### src/hw/rtl/gn3_pkg.sv
`default_nettype none
package gn3_pkg;

  localparam int unsigned FracBits = 16;
  localparam int unsigned CoordW   = 24;
  localparam int unsigned IdxW     = CoordW - FracBits;
  localparam int unsigned GradW    = FracBits + 3;
  localparam int unsigned ValW     = FracBits + 4;
  localparam int unsigned WeightW  = FracBits + 1;
  localparam int unsigned ProdW    = ValW + 1 + WeightW + 1;
  localparam int unsigned OutW     = 16;
  localparam int unsigned InDataW  = 88;

  typedef enum logic {
    MODE_EVAL = 1'b0,
    MODE_LOAD = 1'b1
  } mode_e;

  // Corner gradient: the low four hash bits pick two offsets and their signs.
  function automatic logic signed [GradW-1:0] grad_f(
    input logic [3:0]                  h,
    input logic signed [FracBits:0]    x,
    input logic signed [FracBits:0]    y,
    input logic signed [FracBits:0]    z
  );
    logic signed [GradW-1:0] u;
    logic signed [GradW-1:0] v;
    u = (h < 4'd8) ? GradW'(x) : GradW'(y);
    if (h < 4'd4) begin
      v = GradW'(y);
    end else if (h == 4'd12 || h == 4'd14) begin
      v = GradW'(x);
    end else begin
      v = GradW'(z);
    end
    if (h[0]) u = -u;
    if (h[1]) v = -v;
    return u + v;
  endfunction

endpackage
`default_nettype wire

### src/hw/rtl/gn3_fade.sv
`default_nettype none
module gn3_fade
  import gn3_pkg::*;
(
  input  wire logic                clk_i,
  input  wire logic                en_i,
  input  wire logic [FracBits-1:0] t_i,
  output logic      [FracBits:0]   fade_o
);

  localparam int unsigned SW = FracBits + 5;

  logic [FracBits-1:0]   t1_q, t2t_q;
  logic [2*FracBits-1:0] tt_q;
  logic [FracBits-1:0]   sq_q;
  logic [SW-1:0]         s2_q, s3_q;
  logic [FracBits-1:0]   cube_q;
  logic [2*FracBits-1:0] tsq_full;
  logic [2*FracBits+2:0] six_tt;
  logic [FracBits+SW-1:0] prod;
  logic [SW-1:0]          f_q;

  assign six_tt   = (2*FracBits+3)'(tt_q) * (2*FracBits+3)'(6);
  assign tsq_full = sq_q * t2t_q;
  assign prod     = (FracBits+SW)'(cube_q) * (FracBits+SW)'(s3_q);

  always_ff @(posedge clk_i) begin
    if (en_i) begin
      t1_q   <= t_i;
      tt_q   <= t_i * t_i;
      t2t_q  <= t1_q;
      sq_q   <= tt_q[2*FracBits-1:FracBits];
      s2_q   <= SW'(10 << FracBits) + SW'(six_tt >> FracBits) - SW'(15) * SW'(t1_q);
      cube_q <= tsq_full[2*FracBits-1:FracBits];
      s3_q   <= s2_q;
      f_q    <= SW'(prod >> FracBits);
    end
  end

  assign fade_o = (f_q > SW'(1 << FracBits)) ? (FracBits+1)'(1 << FracBits)
                                             : f_q[FracBits:0];

endmodule
`default_nettype wire

### config.mk
export PLATFORM = sky130hd
export DESIGN_NAME = gn3_fade
export DESIGN_NICKNAME = d
export VERILOG_FILES = /design/src/hw/rtl/gn3_pkg.sv /design/src/hw/rtl/gn3_fade.sv
export SDC_FILE = /design/constraint.sdc
export NUM_CORES = 2
export LEC_CHECK = 0
export ABC_AREA = 1
export ABC_CLOCK_PERIOD_IN_PS = 7900
export BUFFER_PORTS_ARGS = -buffer_cell sky130_fd_sc_hd__buf_2
export CAP_MARGIN = 10
export CELL_PAD_IN_SITES_DETAIL_PLACEMENT = 0
export CELL_PAD_IN_SITES_GLOBAL_PLACEMENT = 1
export CORE_AREA = 3 3 385 197
export DETAILED_ROUTE_END_ITERATION = 12
export DIE_AREA = 0 0 388 200
export PLACE_DENSITY = 0.81
export SETUP_SLACK_MARGIN = 0.15
export SKIP_LAST_GASP = 1
export SLEW_MARGIN = 10
export SYNTH_ARGS = -nofsm -noshare
export SYNTH_HDL_FRONTEND = slang
export SYNTH_SLANG_ARGS = --single-unit
export TNS_END_PERCENT = 5
### constraint.sdc
create_clock -name clk_i -period 7.9 [get_ports clk_i]
set_clock_uncertainty 0.2 [all_clocks]
set_input_delay 0.79 -clock clk_i [delete_from_list [all_inputs] [get_ports clk_i]]
set_output_delay 0.79 -clock clk_i [all_outputs]
set_load 0.005 [all_outputs]
Word level (Yosys, flattened, before mapping)
Index checks and enable logic that the tools add are counted.
- reduce and logical (&&, ||, !) cells: 0
- shift operators: 0
- muxes and demuxes: 1
- eq/ne operators: 0
- $lt $le $gt $ge: 1
- add/subtract/negate cells: 2
- bitwise operators: 0
- multiply operators: 5
- div/mod/pow operators: 0
- operators by type and width (kind ; count):
    $mul 16x16->32 ; 2
    $mul 16x21->37 ; 1
    $mul 32x2->34 const B ; 1
    $add 20x19->21 const A ; 1
    $gt 21x17->1 const B ; 1
    $sub 21x20->21 ; 1
    $mul 4x16->20 const A ; 1
    $mux 17 ; 1
- register bits: 159
- ROM bits: 0
- word-level logic and storage cells: 17
- RAM bits: 0
- output and inout bits: 17
- latch bits: 0
- input bits: 18
- memories: 0

Longest topological paths before layout
- depth in word-level cells: 3
- gate-level depth with buffers: 29
- gate-level depth less buffers: 27

Worst setup path before layout
OpenSTA, ideal clock, no wires.
- path kind: input to register
- start point: in t_i[13]
- end point: reg tt_q[20], data pin
- stages: 22
- data arrival time: 5.746 ns
- slack: 1.692 ns
- setup time: 0.262 ns
- cell sequence: clkbuf_1 -> clkbuf_1 -> nand2_1 -> fa_1 -> inv_1 -> fa_1 -> inv_1 -> fa_1 -> inv_1 -> fa_1 -> inv_1 -> fa_1 -> inv_1 -> fa_1 -> ha_1 -> nand2_1 -> inv_1 -> a21oi_1 -> nand2_1 -> nor2_1 -> o21ai_1 -> xor2_1
- word-level cells in the longest chain between the ends: 1
- ends and longest elaborated chain (item ; RTL line ; text):
    start: declaration ; gn3_fade.sv:7 ; input wire logic [FracBits-1:0] t_i,
    $mul 16x16->32 ; gn3_fade.sv:30 ; tt_q <= t_i * t_i;
    end signal: assignment ; gn3_fade.sv:30 ;
    end: declaration ; gn3_fade.sv:14 ; logic [2*FracBits-1:0] tt_q;
Every way passes these cells.
A chain may end at the register's enable or synchronous reset.

Final worst setup path
- start point: reg cube_q[4]
- end point: reg f_q[16], data pin
- word-level cells in the longest chain between the ends: 1
- ends and longest elaborated chain (item ; RTL line ; text):
    start: declaration ; gn3_fade.sv:17 ; logic [FracBits-1:0] cube_q;
    start signal: assignment ; gn3_fade.sv:34 ; cube_q <= tsq_full[2*FracBits-1:FracBits];
    $mul 16x21->37 ; gn3_fade.sv:25 ; assign prod = (FracBits+SW)'(cube_q) * (FracBits+SW)'(s3_q);
    named net prod[32] ; gn3_fade.sv:20 ; logic [FracBits+SW-1:0] prod;
    end signal: assignment ; gn3_fade.sv:36 ; f_q <= SW'(prod >> FracBits);
    end: declaration ; gn3_fade.sv:21 ; logic [SW-1:0] f_q;
The timed path passes the listed nets, and every way through them passes these cells.

==> flow_summary.yaml <==
run_status:
  status: "complete, no violations"
synthesis:
  synthXorXnorAreaFrac_pct: 1.85
  synth_fp_nets: 5672
  syn-cell-area_um2: 36800
  ys_async_sr_fraction_pct: 0
  synthMuxAreaShare_pct: 0
  synth_cell_types: 37
  synth-edff-count: 157
  synth_top_family_by_area: "adder cells"
  synth_top_area_share_pct: 36.3
  synth_fa_ha_area_share_pct: 49.2
  postSynthCellCount: 4605
  avgSynthCellArea_um2: 8.00
  synthFlopType: "edfxtp_1"
  synth.largest_area_cell: "fa_1"
  synthTopCellsByArea: "fa_1 (36%), inv_1 (14%), ha_1 (13%)"
  ys_seq_area_share_pct: 12.8
  synth_simple_gate_area_share_pct: 16.1
  synth_most_common_cell: "inv_1"
  yosysWarnings: 0
  synth_common_cells: "inv_1 (1,348), nand2_1 (1,124), fa_1 (667)"
  ys_ff_latch: 157
  synth_compound_area_share_pct: 4.46
floorplan:
  die_h_um: 200
  die_area_um2: 77600
  fp.coreArea_um2: 72600
  io_pins: 35
  start_util_pct: 50.7
  std_cell_rows: 70
  die_w_um: 388
grt:
  antenna_found_initial: 0
  grt_max_degree: 86
  grt_pass1_wl_um: 152000
  grt_overflow: 0
  grt_pass1_vias: 29527
  grtUsageTotal_pct: 24.6
placement:
  dpl_worst_slack_ps: 1320
  place.gp.congestion: 0.924
  port-buffer-count: 34
  dp_hpwl_um: 74000
clock_tree:
  htreeDepth: 4
  cts_setup_buffers: 0
  holdBufCountCts: 0
  cts-root-buf: "clkbuf_16"
  clk_pin_slew_ps: 70
  cts_tree: "yes"
  clk-insertion-delay-late_ps: 460
  cts_resized: 0
  clock-sinks: 157
  cts_buffers: 17
  cts_max_path_buffers: 2
route:
  wl_per_cell_um: 16.5
  vias_per_cell: 5.03
  final_antenna_net_count: 0
  drc: 0
  dr.pass1.iters: 6
  vias: 27570
  wirelength_um: 90700
  dr.first_iter.drc_count: 1717
timing:
  setup_viol: 0
  rsz0062_at_grt: "no"
  worst_slack_ps: 1520
  fin_crit_sh_pct: 80.8
  fmax_mhz: 157
  fin_crit_ps: 6380
  hold_viol: 0
  slew_headroom_pct: 24.0
  finalSetupTns_ps: 0
  report.final.slew_viol_count: 0
  worstMarginPinSlew_ps: 1140
layout:
  fillerInstances: 6920
  num_antenna_cells: 0
  syn_to_final_growth_pct: 3.78
  drive_gt1_share_pct: 1.86
  final_nets: 5563
setup_path:
  worst-path-max-fanout: 21
  end_kind: "flip-flop"
  path_class: "reg -> reg"
  cp_data_arrival_time_ps: 6390
  required_ps: 7910
  start_kind: "flip-flop"
flow_run:
  drv_cap: 0
hold_path:
  hp-class: "reg -> reg"
==> cell families after synthesis <==
family                     after synthesis
AOI/OAI and AO/OA                      294
xor gates and xnor gates                78
adders and majority gates             1049
buffers and inverters                 1523
DFF                                    157
and+or+nand+nor                       1504
==> metal layers <==
layer	track usage, %	routed length (um)	part of all wire (%)	vias to the layer above
met5	0	0	0	-
met4	4.88	1490	1.6	0
met2	43.7	44000	48	670
li1	-	-	-	13224
met1	33.0	40900	45	13586
met3	2.73	4380	4.8	90
==> placed cells by master, fill, tap and decap left out, drive strengths merged, types with 4 or more instances in the layout <==
master / netlist / final
nor3: 38 / 38
xnor2: 20 / 20
clkbuf: 162 / 19
clkinv: 4 / 9
edfxtp: 157 / 157
nand4: 26 / 26
buf: 2 / 36
nand3b: 4 / 4
nor2: 207 / 207
o21a: 10 / 10
bufinv: 0 / 4
nand2: 1129 / 1129
o211ai: 5 / 5
a21boi: 7 / 7
nor4: 7 / 7
nand3: 88 / 88
o21ai: 76 / 76
fa: 667 / 667
inv: 1355 / 1356
xor2: 58 / 58
a21o: 18 / 18
ha: 382 / 382
a21oi: 149 / 149
o21bai: 17 / 17
a31oi: 10 / 10
==> state kept, by name (all words and copies together) (netlist names) <==
| name | flops |
|---|---|
| sq_q | 16 |
| s3_q | 21 |
| cube_q | 16 |
| s2_q | 21 |
| f_q | 21 |
| t1_q | 16 |
| t2t_q | 16 |
| tt_q | 30 |
==> final timing paths <==
| path | start | to | slack, ps | depth (start not counted) |
|---|---|---|---|---|
| setup reg to reg | cube_q[4]$_DFFE_PP_ | f_q[16]$_DFFE_PP_ | 1520 | 21 |
| hold reg to reg | s2_q[0]$_DFFE_PP_ | s3_q[0]$_DFFE_PP_ | 220 | 0 |
| hold / removal | s2_q[0]$_DFFE_PP_ | s3_q[0]$_DFFE_PP_ | 220 | 0 |
| setup / recovery | cube_q[4]$_DFFE_PP_ | f_q[16]$_DFFE_PP_ | 1520 | 21 |
==> critical path: stages, from the launching register on <==
cell and delay (ps):
edfxtp_1 990, nand2_1 200, fa_1 580, inv_1 50
fa_1 470, inv_1 50, fa_1 500, inv_1 60
fa_1 450, fa_1 520, inv_1 50, fa_1 470
inv_1 40, ha_1 350, a21oi_1 270, o21ai_1 160
a21oi_1 220, nor2_1 70, nor3_1 210, nand2_1 100
nand2_1 60, nand2_1 40
==> layout make-up <==
class | instances | area, um^2 | share of cell area, %
tap | 972 | 1220 | 3.18
timing repair buffer | 36 | 191 | 0.501
clock buffer | 19 | 433 | 1.13
sequential | 157 | 4710 | 12.3
multi-input combinational | 2925 | 26400 | 69.1
inverter | 1359 | 5100 | 13.3
clock inverter | 12 | 170 | 0.445
==> per-stage QoR <==
stage | area, um^2 | instances | util [%] | hold WS [ps]
CTS | 38200 | 5480 | 52.6 | 219
global route | 38200 | 5480 | 52.6 | 225
detailed placement | 37600 | 5449 | 51.8 | 205
finish | 38200 | 5480 | 52.6 | 217
floorplan | 36800 | 4605 | - | 200
global placement | 37600 | 5449 | 51.8 | 204
Power is not shown: default switching activity piles up to over one toggle a cycle in this logic, so the estimate is an artifact.
